## src/hdl/map_text_tokenizer_assert.svh

```systemverilog
// ----------------------------------------------------------------------------
// Assertion macros for the map text tokenizer
// Concurrent checks on one clock with an active-low reset; empty bodies
// when ASSERT_OFF is defined.
// ----------------------------------------------------------------------------
`ifndef MAP_TEXT_TOKENIZER_ASSERT_SVH
`define MAP_TEXT_TOKENIZER_ASSERT_SVH
`ifndef ASSERT_OFF
`define MTT_ASSERT(label, clk, rst_n, prop, msg) \
	label: assert property (@(posedge clk) disable iff (!rst_n) prop) else $error(msg);
`define MTT_ASSERT_NEVER(label, clk, rst_n, cond, msg) \
	label: assert property (@(posedge clk) disable iff (!rst_n) !(cond)) else $error(msg);
`else
`define MTT_ASSERT(label, clk, rst_n, prop, msg)
`define MTT_ASSERT_NEVER(label, clk, rst_n, cond, msg)
`endif
`endif

```

## src/hdl/mtt_pkg.sv

```systemverilog
`timescale 1ns / 1ps
// ----------------------------------------------------------------------------
// mtt_pkg
// Shared types, character codes and queue sizes of the map text tokenizer.
// ----------------------------------------------------------------------------
package mtt_pkg;

	localparam logic [7:0] ChNewline   = 8'h0A;
	localparam logic [7:0] ChSlash     = 8'h2F;
	localparam logic [7:0] ChQuote     = 8'h22;
	localparam logic [7:0] ChBackslash = 8'h5C;
	localparam logic [7:0] ChSpace     = 8'h20;
	localparam logic [7:0] ChTab       = 8'h09;
	localparam logic [7:0] ChCr        = 8'h0D;

	localparam int QDepth  = 4;
	localparam int QPtrW   = $clog2(QDepth);
	localparam int QLevelW = $clog2(QDepth + 1);

	typedef struct packed {
		logic [7:0] token_byte;
		logic       byte_present;
		logic       token_end;
		logic       run_last;
	} mtt_result_t;

	typedef struct packed {
		logic [1:0]  count;
		mtt_result_t res_a;
		mtt_result_t res_b;
	} mtt_push_t;

	typedef struct packed {
		logic [QLevelW-1:0] level;
	} mtt_qstat_t;

	function automatic logic is_blank(input logic [7:0] c);
		return (c == ChSpace) || ((c >= ChTab) && (c <= ChCr));
	endfunction

endpackage

```

## src/hdl/mtt_in_if.sv

```systemverilog
`timescale 1ns / 1ps
// ----------------------------------------------------------------------------
// mtt_in_if
// Text byte channel: valid/ready with one raw byte and an end-of-text mark.
// ----------------------------------------------------------------------------
interface mtt_in_if;
	logic       valid;
	logic       ready;
	logic [7:0] text_byte;
	logic       end_of_input;

	modport source (output valid, output text_byte, output end_of_input, input ready);
	modport sink   (input valid, input text_byte, input end_of_input, output ready);
endinterface

```

## src/hdl/mtt_out_if.sv

```systemverilog
`timescale 1ns / 1ps
// ----------------------------------------------------------------------------
// mtt_out_if
// Token channel: valid/ready with one token byte and its end marks.
// ----------------------------------------------------------------------------
interface mtt_out_if;
	logic       valid;
	logic       ready;
	logic [7:0] token_byte;
	logic       byte_present;
	logic       token_end;
	logic       run_last;

	modport source (output valid, output token_byte, output byte_present,
		output token_end, output run_last, input ready);
	modport sink   (input valid, input token_byte, input byte_present,
		input token_end, input run_last, output ready);
endinterface

```

## src/hdl/mtt_core.sv

```systemverilog
`timescale 1ns / 1ps
// ----------------------------------------------------------------------------
// mtt_core
// Tokenizer state and the per-byte decision; yields up to two results per
// word processed.
// ----------------------------------------------------------------------------
module mtt_core
	import mtt_pkg::*;
(
	input  logic       clk,
	input  logic       arst_n,
	input  logic       step,
	input  logic [7:0] c,
	input  logic       eoi,
	output mtt_push_t  push
);

	logic       token_q, quote_q, comment_q, seen_q, held_v_q, tho_q;
	logic [7:0] prev_q, held_b_q;

	logic       token_n, quote_n, comment_n, held_v_n, tho_n;
	logic [7:0] held_b_n;
	logic       fin, emit_a, cls2, do_close;
	mtt_result_t close_r, emit_r;

	always_comb begin
		token_n   = token_q;
		quote_n   = quote_q;
		comment_n = comment_q;
		held_v_n  = held_v_q;
		held_b_n  = held_b_q;
		tho_n     = tho_q;
		fin       = 1'b0;
		emit_a    = 1'b0;

		if (comment_q) begin
			if (c == ChNewline)
				comment_n = 1'b0;
		end else if (is_blank(c) && !quote_q) begin
			if (token_q) begin
				token_n = 1'b0;
				fin     = 1'b1;
			end
		end else if ((c == ChSlash) && (prev_q == ChSlash)) begin
			comment_n = 1'b1;
			token_n   = 1'b0;
			held_v_n  = 1'b0;
			if (tho_q)
				fin = 1'b1;
		end else if ((c == ChQuote) && seen_q && (prev_q != ChBackslash)) begin
			quote_n = !quote_q;
			if (quote_q) begin
				token_n = 1'b0;
				fin     = 1'b1;
			end
		end else begin
			token_n = 1'b1;
		end

		if (token_n) begin
			if (held_v_n) begin
				emit_a = 1'b1;
				tho_n  = 1'b1;
			end
			held_b_n = c;
			held_v_n = 1'b1;
		end

		close_r.token_byte   = held_v_n ? held_b_n : 8'd0;
		close_r.byte_present = held_v_n;
		close_r.token_end    = 1'b1;
		close_r.run_last     = 1'b1;

		cls2     = eoi && !fin && (held_v_n || tho_n);
		do_close = fin || cls2;

		if (fin) begin
			held_v_n = 1'b0;
			tho_n    = 1'b0;
		end

		emit_r.token_byte   = held_b_q;
		emit_r.byte_present = 1'b1;
		emit_r.token_end    = 1'b0;
		emit_r.run_last     = !do_close;

		push.count = step ? ({1'b0, emit_a} + {1'b0, do_close}) : 2'd0;
		push.res_a = emit_a ? emit_r : close_r;
		push.res_b = close_r;
	end

	always_ff @(posedge clk or negedge arst_n) begin
		if (!arst_n) begin
			token_q   <= 1'b0;
			quote_q   <= 1'b0;
			comment_q <= 1'b0;
			seen_q    <= 1'b0;
			held_v_q  <= 1'b0;
			tho_q     <= 1'b0;
			prev_q    <= 8'd0;
			held_b_q  <= 8'd0;
		end else if (step) begin
			if (eoi) begin
				token_q   <= 1'b0;
				quote_q   <= 1'b0;
				comment_q <= 1'b0;
				seen_q    <= 1'b0;
				held_v_q  <= 1'b0;
				tho_q     <= 1'b0;
				prev_q    <= 8'd0;
				held_b_q  <= 8'd0;
			end else begin
				token_q   <= token_n;
				quote_q   <= quote_n;
				comment_q <= comment_n;
				seen_q    <= 1'b1;
				held_v_q  <= held_v_n;
				tho_q     <= tho_n;
				prev_q    <= c;
				held_b_q  <= held_b_n;
			end
		end
	end

endmodule

```

## src/hdl/mtt_result_queue.sv

```systemverilog
`timescale 1ns / 1ps
// ----------------------------------------------------------------------------
// mtt_result_queue
// Small result queue: takes up to two results per cycle, gives one.
// ----------------------------------------------------------------------------
module mtt_result_queue
	import mtt_pkg::*;
(
	input  logic        clk,
	input  logic        arst_n,
	input  mtt_push_t   push,
	input  logic        pop,
	output mtt_result_t head,
	output mtt_qstat_t  stat
);

	mtt_result_t          entry_q [QDepth];
	logic [QPtrW-1:0]     wr_ptr_q, rd_ptr_q;
	logic [QLevelW-1:0]   level_q;
	logic [QPtrW-1:0]     wr_next;

	assign wr_next    = wr_ptr_q + QPtrW'(1);
	assign head       = entry_q[rd_ptr_q];
	assign stat.level = level_q;

	always_ff @(posedge clk) begin
		if (push.count != 2'd0)
			entry_q[wr_ptr_q] <= push.res_a;
		if (push.count == 2'd2)
			entry_q[wr_next] <= push.res_b;
	end

	always_ff @(posedge clk or negedge arst_n) begin
		if (!arst_n) begin
			wr_ptr_q <= '0;
			rd_ptr_q <= '0;
			level_q  <= '0;
		end else begin
			wr_ptr_q <= wr_ptr_q + QPtrW'(push.count);
			if (pop)
				rd_ptr_q <= rd_ptr_q + QPtrW'(1);
			level_q <= level_q + QLevelW'(push.count) - QLevelW'(pop);
		end
	end

endmodule

```

## src/hdl/map_text_tokenizer.sv

```systemverilog
`timescale 1ns / 1ps
// ----------------------------------------------------------------------------
// map_text_tokenizer
// Splits a raw text byte stream into tokens, one token byte per result.
// ----------------------------------------------------------------------------
// One text byte is accepted per clock cycle while the stage register is free
// or steps. Each accepted word is registered, decided against the tokenizer
// state once the queue has room, and its results (none, one or two) are
// written to a four-entry result queue whose head feeds the token port.
// Token bytes are held back by one byte, so a token's bytes come out one
// input byte late, and the last byte arrives with token_end set (or a bare
// end mark when nothing is held). Input is taken while the queue has room for
// two results; the sustained rate is one byte per cycle while the token port
// takes one result per cycle, and a byte with two results needs both taken.
`include "map_text_tokenizer_assert.svh"

module map_text_tokenizer
	import mtt_pkg::*;
(
	input  logic clk,
	input  logic arst_n,
	mtt_in_if.sink    text_in,
	mtt_out_if.source token_out
);

	logic        valid_s1;
	logic [7:0]  text_byte_s1;
	logic        end_of_input_s1;
	logic        step;
	logic        accept;
	logic        pop;
	mtt_push_t   push;
	mtt_result_t head;
	mtt_qstat_t  q_stat;

	assign step   = valid_s1 && (q_stat.level <= QLevelW'(QDepth - 2));
	assign accept = text_in.valid && text_in.ready;
	assign text_in.ready = !valid_s1 || step;

	always_ff @(posedge clk or negedge arst_n) begin
		if (!arst_n) begin
			valid_s1 <= 1'b0;
		end else if (accept) begin
			valid_s1 <= 1'b1;
		end else if (step) begin
			valid_s1 <= 1'b0;
		end
	end

	always_ff @(posedge clk) begin
		if (accept) begin
			text_byte_s1    <= text_in.text_byte;
			end_of_input_s1 <= text_in.end_of_input;
		end
	end

	mtt_core u_core (
		.clk    (clk),
		.arst_n (arst_n),
		.step   (step),
		.c      (text_byte_s1),
		.eoi    (end_of_input_s1),
		.push   (push)
	);

	mtt_result_queue u_queue (
		.clk    (clk),
		.arst_n (arst_n),
		.push   (push),
		.pop    (pop),
		.head   (head),
		.stat   (q_stat)
	);

	assign pop                    = token_out.valid && token_out.ready;
	assign token_out.valid        = (q_stat.level != '0);
	assign token_out.token_byte   = head.token_byte;
	assign token_out.byte_present = head.byte_present;
	assign token_out.token_end    = head.token_end;
	assign token_out.run_last     = head.run_last;

	`MTT_ASSERT(a_pair_shape, clk, arst_n, (push.count == 2'd2) |-> (!push.res_a.token_end && push.res_b.token_end && push.res_b.run_last && !push.res_a.run_last), "two results must be a token byte then a close")
	`MTT_ASSERT_NEVER(a_queue_over, clk, arst_n, (q_stat.level > QLevelW'(QDepth)), "result queue overfilled")
	`MTT_ASSERT(a_bare_mark, clk, arst_n, (token_out.valid && !token_out.byte_present) |-> (token_out.token_byte == 8'd0 && token_out.token_end), "bare mark must be an empty close")

endmodule

```

## src/flat_wrapper.sv

```systemverilog
// flat-port wrapper written by rule: the top's interface ports become plain ports
module map_text_tokenizer_flat import mtt_pkg::*;
  (clk, arst_n, text_in_valid, text_in_text_byte, text_in_end_of_input, text_in_ready, token_out_valid, token_out_token_byte, token_out_byte_present, token_out_token_end, token_out_run_last, token_out_ready);
  mtt_in_if text_in_i ();
  mtt_out_if token_out_i ();
  input  logic clk;
  input  logic arst_n;
  input wire logic [$bits(text_in_i.valid)-1:0] text_in_valid;
  input wire logic [$bits(text_in_i.text_byte)-1:0] text_in_text_byte;
  input wire logic [$bits(text_in_i.end_of_input)-1:0] text_in_end_of_input;
  output wire logic [$bits(text_in_i.ready)-1:0] text_in_ready;
  output wire logic [$bits(token_out_i.valid)-1:0] token_out_valid;
  output wire logic [$bits(token_out_i.token_byte)-1:0] token_out_token_byte;
  output wire logic [$bits(token_out_i.byte_present)-1:0] token_out_byte_present;
  output wire logic [$bits(token_out_i.token_end)-1:0] token_out_token_end;
  output wire logic [$bits(token_out_i.run_last)-1:0] token_out_run_last;
  input wire logic [$bits(token_out_i.ready)-1:0] token_out_ready;
  assign text_in_i.valid = text_in_valid;
  assign text_in_i.text_byte = text_in_text_byte;
  assign text_in_i.end_of_input = text_in_end_of_input;
  assign text_in_ready = text_in_i.ready;
  assign token_out_valid = token_out_i.valid;
  assign token_out_token_byte = token_out_i.token_byte;
  assign token_out_byte_present = token_out_i.byte_present;
  assign token_out_token_end = token_out_i.token_end;
  assign token_out_run_last = token_out_i.run_last;
  assign token_out_i.ready = token_out_ready;
  map_text_tokenizer u_core (.clk(clk), .arst_n(arst_n), .text_in(text_in_i), .token_out(token_out_i));
endmodule
```

## config.mk

```make
export PLATFORM = sky130hd
export DESIGN_NAME = map_text_tokenizer_flat
export DESIGN_NICKNAME = d
export VERILOG_FILES = /design/src/hdl/mtt_pkg.sv /design/src/hdl/mtt_in_if.sv /design/src/hdl/mtt_out_if.sv /design/src/hdl/mtt_core.sv /design/src/hdl/mtt_result_queue.sv /design/src/hdl/map_text_tokenizer.sv /design/src/flat_wrapper.sv
export VERILOG_INCLUDE_DIRS = /design/src /design/src/hdl
export SDC_FILE = /design/constraint.sdc
export NUM_CORES = 1
export LEC_CHECK = 0
export BUFFER_PORTS_ARGS = -buffer_cell sky130_fd_sc_hd__buf_2
export CORE_ASPECT_RATIO = 1.25
export CORE_MARGIN = 2
export CORE_UTILIZATION = 30
export DETAILED_ROUTE_END_ITERATION = 6
export GPL_TIMING_DRIVEN = 0
export HOLD_SLACK_MARGIN = 0.03
export PLACE_DENSITY = 0.56
export SYNTH_ARGS = -nofsm -noshare
export SYNTH_HDL_FRONTEND = slang
export SYNTH_HIERARCHICAL = 1
export SYNTH_SLANG_ARGS = --single-unit
```

## constraint.sdc

```tcl
create_clock -name clk -period 5.67 [get_ports clk]
set_input_delay 0.8505 -clock clk [delete_from_list [all_inputs] [get_ports clk]]
set_output_delay 0.8505 -clock clk [all_outputs]
set_load 0.01 [all_outputs]
```

==> flow_summary.toml, run 1 <==
[run_status]
status = "finished, final reports clean"

[clock_tree]
post_cts_resize_count = 0
cts_root_buffer = "clkbuf_16"
cts_hold_buf = 0
clkTransAtPathRegs_ps = 60
clockBufferDepth = 2
numClockSinks = 83
post-cts-setup-buffers = 0
h-tree-depth = 3
cts_tree = "done"
cts_buffers = 9
insertion_delay_ps = 330

[layout]
final_cell_area_mm2 = 0.00507
nFillCells = 1391
finalNonFillerCells = 547
nets = 383
utilization_pct = 35.2
diodes = 0
syn2layout_area_growth_pct = 14.2
drive_gt1_share_pct = 32.2

[floorplanning]
die_width_um = 113
num_io_pins = 26
dieArea_mm2 = 0.0158
core_area_mm2 = 0.0144
die_y_um = 140
rows = 49
start_util_pct = 30.8

[drt]
drt-total-wl_um = 9200
vias = 2733
dr.pass1.iters = 4
wire_per_inst_um = 16.8
vias_per_cell = 5.00
drt_iter0_drc = 86
drtAntennaViolNets = 0
drc_errors = 0

[setup_path]
endpoint_kind = "register"
startpoint_type = "register"
crit_arrival_ps = 4540
crit_required_ps = 5620
path_max_fanout = 11
crit_type = "reg -> reg"

[worst_hold_path]
hold_class = "reg -> reg"

[synth]
synthFlopType = "edfxtp_1"
synth_area_mm2 = 0.00444
synth-seq-cells = 83
yosysWarnings = 6
syn_area_per_cell_um2 = 13.6
ys_seq_area_share_pct = 52.8
syn_inst = 326
async_flop_share_pct = 36.1
ys_types = 60
synth_edf_count = 53

[sta]
min_period_ps = 4600
rsz0062_at_grt = "no"
slew_headroom_pct = 19.5
slew_violations = 0
clock_skew_ps = 5.80
setup_tns_ps = 0
hold_viol_final = 0
fmax_mhz = 217
period_share_pct = 81.1
setup_viol = 0
tightestPinTransition_ps = 1200

[power]
p_leak_nw = 1.90
irDropWorstVdd_mv = 0.196
power_density_mw_per_mm2 = 519

[grt]
grt.overflow.total = 0
grt_pass1_wl_um = 15000
grt_pass1_vias = 2878
antenna_found_initial = 0
grt_util_all_layers_pct = 12.3
grt_max_degree = 31

[place]
port_buffers = 25
place_inst = 531
gp_congestion = 0.830
hpwl_um = 6610
dpl_cell_area_mm2 = 0.00480

[run]
cap_violations = 0
[final cells by class]
class | instances | area [um^2] | share of cell area (%)
flip-flops and latches | 83 | 2340 | 46.2
well taps | 178 | 223 | 4.40
repair buffers | 26 | 136 | 2.69
inverters | 27 | 101 | 2.00
clock inverters | 5 | 30.0 | 0.593
clock buffers | 11 | 233 | 4.59
multi-input cells | 194 | 1870 | 36.9
plain buffers | 23 | 131 | 2.59
[report_power, final]
part	leakage [nW]	switching (mW)	internal (mW)
clock network	0.127	0.226	0.294
registers	0.862	0.108	0.904
logic	0.910	0.565	0.534
total	1.90	0.899	1.73
[registers in the layout (all words and copies together), names as in the netlist]
name,flops
u_core/u_core/quote_q,1
u_core/u_core/seen_q,1
u_core/u_queue/rd_ptr_q,2
u_core/u_queue/wr_ptr_q,2
u_core/valid_s1,1
u_core/u_core/held_b_q,8
u_core/u_queue/stat,3
u_core/u_core/tho_q,1
u_core/u_core/token_q,1
u_core/u_queue/entry_q,44
u_core/u_core/held_v_q,1
u_core/u_core/comment_q,1
u_core/u_core/prev_q,8
u_core/end_of_input_s1,1
u_core/text_byte_s1,8
[per-stage QoR]
step	setup slack, ps	power, mW	hold WS [ps]
floorplan	1610	1.82	479
global placement	522	2.09	508
detailed placement	1030	2.13	512
CTS	1030	2.67	528
global route	685	2.81	547
finish	1070	2.63	527
[worst paths after layout]
check,endpoint,depth (start not counted),start,slack [ps]
worst max-delay path,u_core/u_queue/entry_q[3][3]$_DFFE_PP_,12,u_core/text_byte_s1[7]$_DFFE_PP_,1070
worst min-delay path,u_core/valid_s1$_DFFE_PN0P_,1,u_core/valid_s1$_DFFE_PN0P_,530
worst max register to register,u_core/u_queue/entry_q[3][3]$_DFFE_PP_,12,u_core/text_byte_s1[7]$_DFFE_PP_,1070
worst min register to register,u_core/valid_s1$_DFFE_PN0P_,1,u_core/valid_s1$_DFFE_PN0P_,530
max in group asynchronous,u_core/u_queue/wr_ptr_q[1]$_DFF_PN0_,1,arst_n,4640
min in group asynchronous,u_core/u_core/token_q$_DFFE_PN0P_,1,arst_n,560
[critical path, cell delays in order (launching register included)]
cell      delay, ps
edfxtp_1        460
nor3_1          540
and3_1          260
nand2_1         150
a32o_1          300
buf_2           180
nor2_1          180
buf_2           250
a21oi_1         140
ha_1            290
and2_1          370
mux2i_1         160
nor2b_1         930
[cell usage after synthesis, drive strengths merged (5+ instances only)]
cell type / n / area [um^2]
edfxtp: 53 / 1590
o21ai: 15 / 78.8
mux2: 44 / 567
or4: 8 / 60.1
ha: 5 / 62.6
o221ai: 7 / 61.3
nand3b: 10 / 75.1
nor2: 9 / 33.8
clkbuf: 9 / 33.8
mux4: 11 / 248
dfrtp: 30 / 751
nand2: 9 / 33.8
a22o: 16 / 140
buf: 14 / 97.6
xnor2: 5 / 43.8
inv: 27 / 101
nor3: 5 / 30.0
[cells by family (layout without fill, tap and decap cells)]
group	count (synthesis)	after routing	share of synthesized area [%]
xor+xnor	6	6	1.18
simple gates	63	63	9.76
compound gates	61	61	10.5
mux	56	56	18.6
buf+inv	50	92	5.25
fa+ha+maj	6	6	1.86
flops	83	83	52.8
other cells	1	2	0.0845
[per-layer routing]
layer | part of all wire [%] | up-vias | GRT usage, %
met5 | 0 | - | 0
met4 | 2.0 | 0 | 4.94
met3 | 3.3 | 14 | 1.95
met2 | 52 | 50 | 22.1
met1 | 43 | 1347 | 14.4
li1 | - | 1322 | -
[cell usage in the layout, fill, tap and decap left out, drive strengths merged, types with 5 or more instances in the layout]
cell type  netlist  final
o21ai           15     15
edfxtp          53     53
ha               5      5
xnor2            5      5
buf             14     40
nor3             5      5
mux2            44     44
clkbuf           9     20
o221ai           7      7
mux4            11     11
dfrtp           30     30
a22o            16     16
nor2             9      9
inv             27     27
nand2            9      9
nand3b          10     10
or4              8      8
Power figures use the tool's default switching activity.
==> run 2, diff against run 1 <==
==> constraint.sdc (replaced) <==
create_clock -name clk -period 4.59 [get_ports clk]
set_input_delay 0.6885 -clock clk [delete_from_list [all_inputs] [get_ports clk]]
set_output_delay 0.6885 -clock clk [all_outputs]
set_load 0.01 [all_outputs]
==> run 2 against run 1 <==
Net effect: sequential share of layout area decreased by 0.10 points; non-clock buffer count unchanged; via count increased by 0.70%; utilization increased by 0.078 points; first-iteration DRC count decreased by 7.0%; final area increased by 0.22%; clock power increased by 23%; wire length increased by 0.26%; critical path type unchanged; highest routed layer unchanged.
==> flow_summary.toml, run 2 (synthesized netlist as in run 1, its figures left out) <==
[layout]
diodes = 0
syn2layout_area_growth_pct = 14.5
top_register = "u_core/u_queue/entry_q"
nets = 383
mostFrequentLayoutCell = "edfxtp_1"
largest_register_ffs = 44
drive_gt1_share_pct = 33.3
mostFrequentLayoutCells = "edfxtp_1 (53), buf_2 (31), dfrtp_1 (30)"
nFillCells = 1394

[setup_path]
worst-path-buf-inv = 3
crit_required_ps = 4590
startpoint_type = "register"
crit_arrival_ps = 4280
path_max_fanout = 11
max_stage_delay_ps = 560
path_cells = "or4b_1 > a21oi_2 > o21ai_2 > a32o_1 > buf_2 > nor2_1 > buf_2 > a21oi_1 > ha_1 > and2_1 > and4bb_4 > buf_6 > a21o_2"
cp-startpoint = "u_core/text_byte_s1[0]$_DFFE_PP_"
crit_type = "reg -> reg"
worst_path_most_repeated_cell = "buf_2"
worst_path_max_delay_cell = "or4b_1"
critPathTopFamily = "simple AND/OR/NAND/NOR gates"
rr_startpoint = "u_core/text_byte_s1[0]$_DFFE_PP_"
endpoint_kind = "register"

[sta]
rsz0062_at_grt = "no"
setup_viol = 0
slew_violations = 0
slew_headroom_pct = 18.2
period_share_pct = 93.4
fmax_mhz = 233
hold-worst-slack_ps = 405
clock_skew_ps = 5.51
tightestPinTransition_ps = 1220
hold_viol_final = 0
min_period_ps = 4290
finalWorstSetupSlack_ps = 301

[grt]
grt.busiest_layer = "met2"
grt_max_degree = 31
use_met2_pct = 22.1
grtUsageMet3_pct = 1.95
antenna_found_initial = 0
grt_util_all_layers_pct = 12.3
grt_pass1_wl_um = 15000
grt.overflow.total = 0
grt_pass1_vias = 2876
grt.met1_usage_pct = 14.5

[drt]
dr.pass1.iters = 4
drtAntennaViolNets = 0
vias = 2752
vias_per_cell = 5.03
drt-total-wl_um = 9220
wire_per_inst_um = 16.9
drc_errors = 0
drt_iter0_drc = 80

[place]
pre_cts_slack_ps = -48.5
port_buffers = 25
gp_congestion = 0.830
hpwl_um = 6610

[floorplanning]
start_util_pct = 30.8
dieArea_mm2 = 0.0158
core_area_mm2 = 0.0144
num_io_pins = 26
die_width_um = 113
rows = 49
die_y_um = 140

[clock_tree]
clkTransAtPathRegs_ps = 60
clockBufferDepth = 2
cts_tree = "done"
insertion_delay_ps = 330
numClockSinks = 83
cts_buffers = 9
cts_root_buffer = "clkbuf_16"
cts_hold_buf = 0
h-tree-depth = 3
post-cts-setup-buffers = 0

[worst_hold_path]
hold_class = "in -> async"

[run]
cap_violations = 0

[power]
power_density_mw_per_mm2 = 641
p_leak_nw = 1.90
irDropWorstVdd_mv = 0.241

[run_status]
status = "finished, final reports clean"
[run 2: cell count changes in the layout (fill, tap and decap cells not counted)]
cell / change
a21o_1: -1
a21o_2: +1
nor2_1: -1
nor2_2: +1
nor2b_1: -1
nor2b_2: +1
nor3_1: -1
nor3_2: +1
[run 2: worst paths after layout]
check                                                    endpoint  slack [ps]  cells after the start
setup / recovery           u_core/u_queue/entry_q[2][2]$_DFFE_PP_         300                     13
hold / removal                  u_core/u_core/token_q$_DFFE_PN0P_         400                      1
setup reg to reg           u_core/u_queue/entry_q[2][2]$_DFFE_PP_         300                     13
hold reg to reg                       u_core/valid_s1$_DFFE_PN0P_         530                      1
max in group asynchronous    u_core/u_queue/wr_ptr_q[1]$_DFF_PN0_        3720                      1
min in group clk                      u_core/valid_s1$_DFFE_PN0P_         530                      1
[run 2: metal layers]
metal | vias to the layer above | wire [um]
met2 | 52 | 4810
met1 | 1363 | 3920
li1 | 1322 | -
met4 | 0 | 185
met5 | - | 0
met3 | 15 | 305
[run 2: final cells by class]
cell class	count	area, um^2	area share (%)
flip-flops and latches	83	2340	46.1
multi-input cells	194	1880	37.0
clock buffers	11	233	4.58
well taps	178	223	4.39
repair buffers	26	136	2.69
plain buffers	23	131	2.59
inverters	27	101	2.00
clock inverters	5	30.0	0.591
[run 2: per-stage QoR]
stage	power [mW]	area, um^2	TNS [ps]	cells	util [%]
2_1_floorplan	2.24	4440	0	327	-
3_3_place_gp	2.58	4790	-6460	530	33.2
3_5_place_dp	2.64	4800	-523	531	33.3
4_1_cts	3.29	5070	0	547	35.2
5_1_grt	3.48	5080	0	547	35.2
6_report	3.25	5080	0	547	35.2
[run 2: power by group]
group / switching, mW / internal (mW)
Sequential: 0.135 / 1.12
Clock: 0.277 / 0.364
Combinational: 0.700 / 0.663
Total: 1.11 / 2.14
[run 2: what timing repair did]
action,4_1_cts,5_1_grt
gates resized for setup,1,3
pin swaps,0,0
setup endpoints to repair,11,40
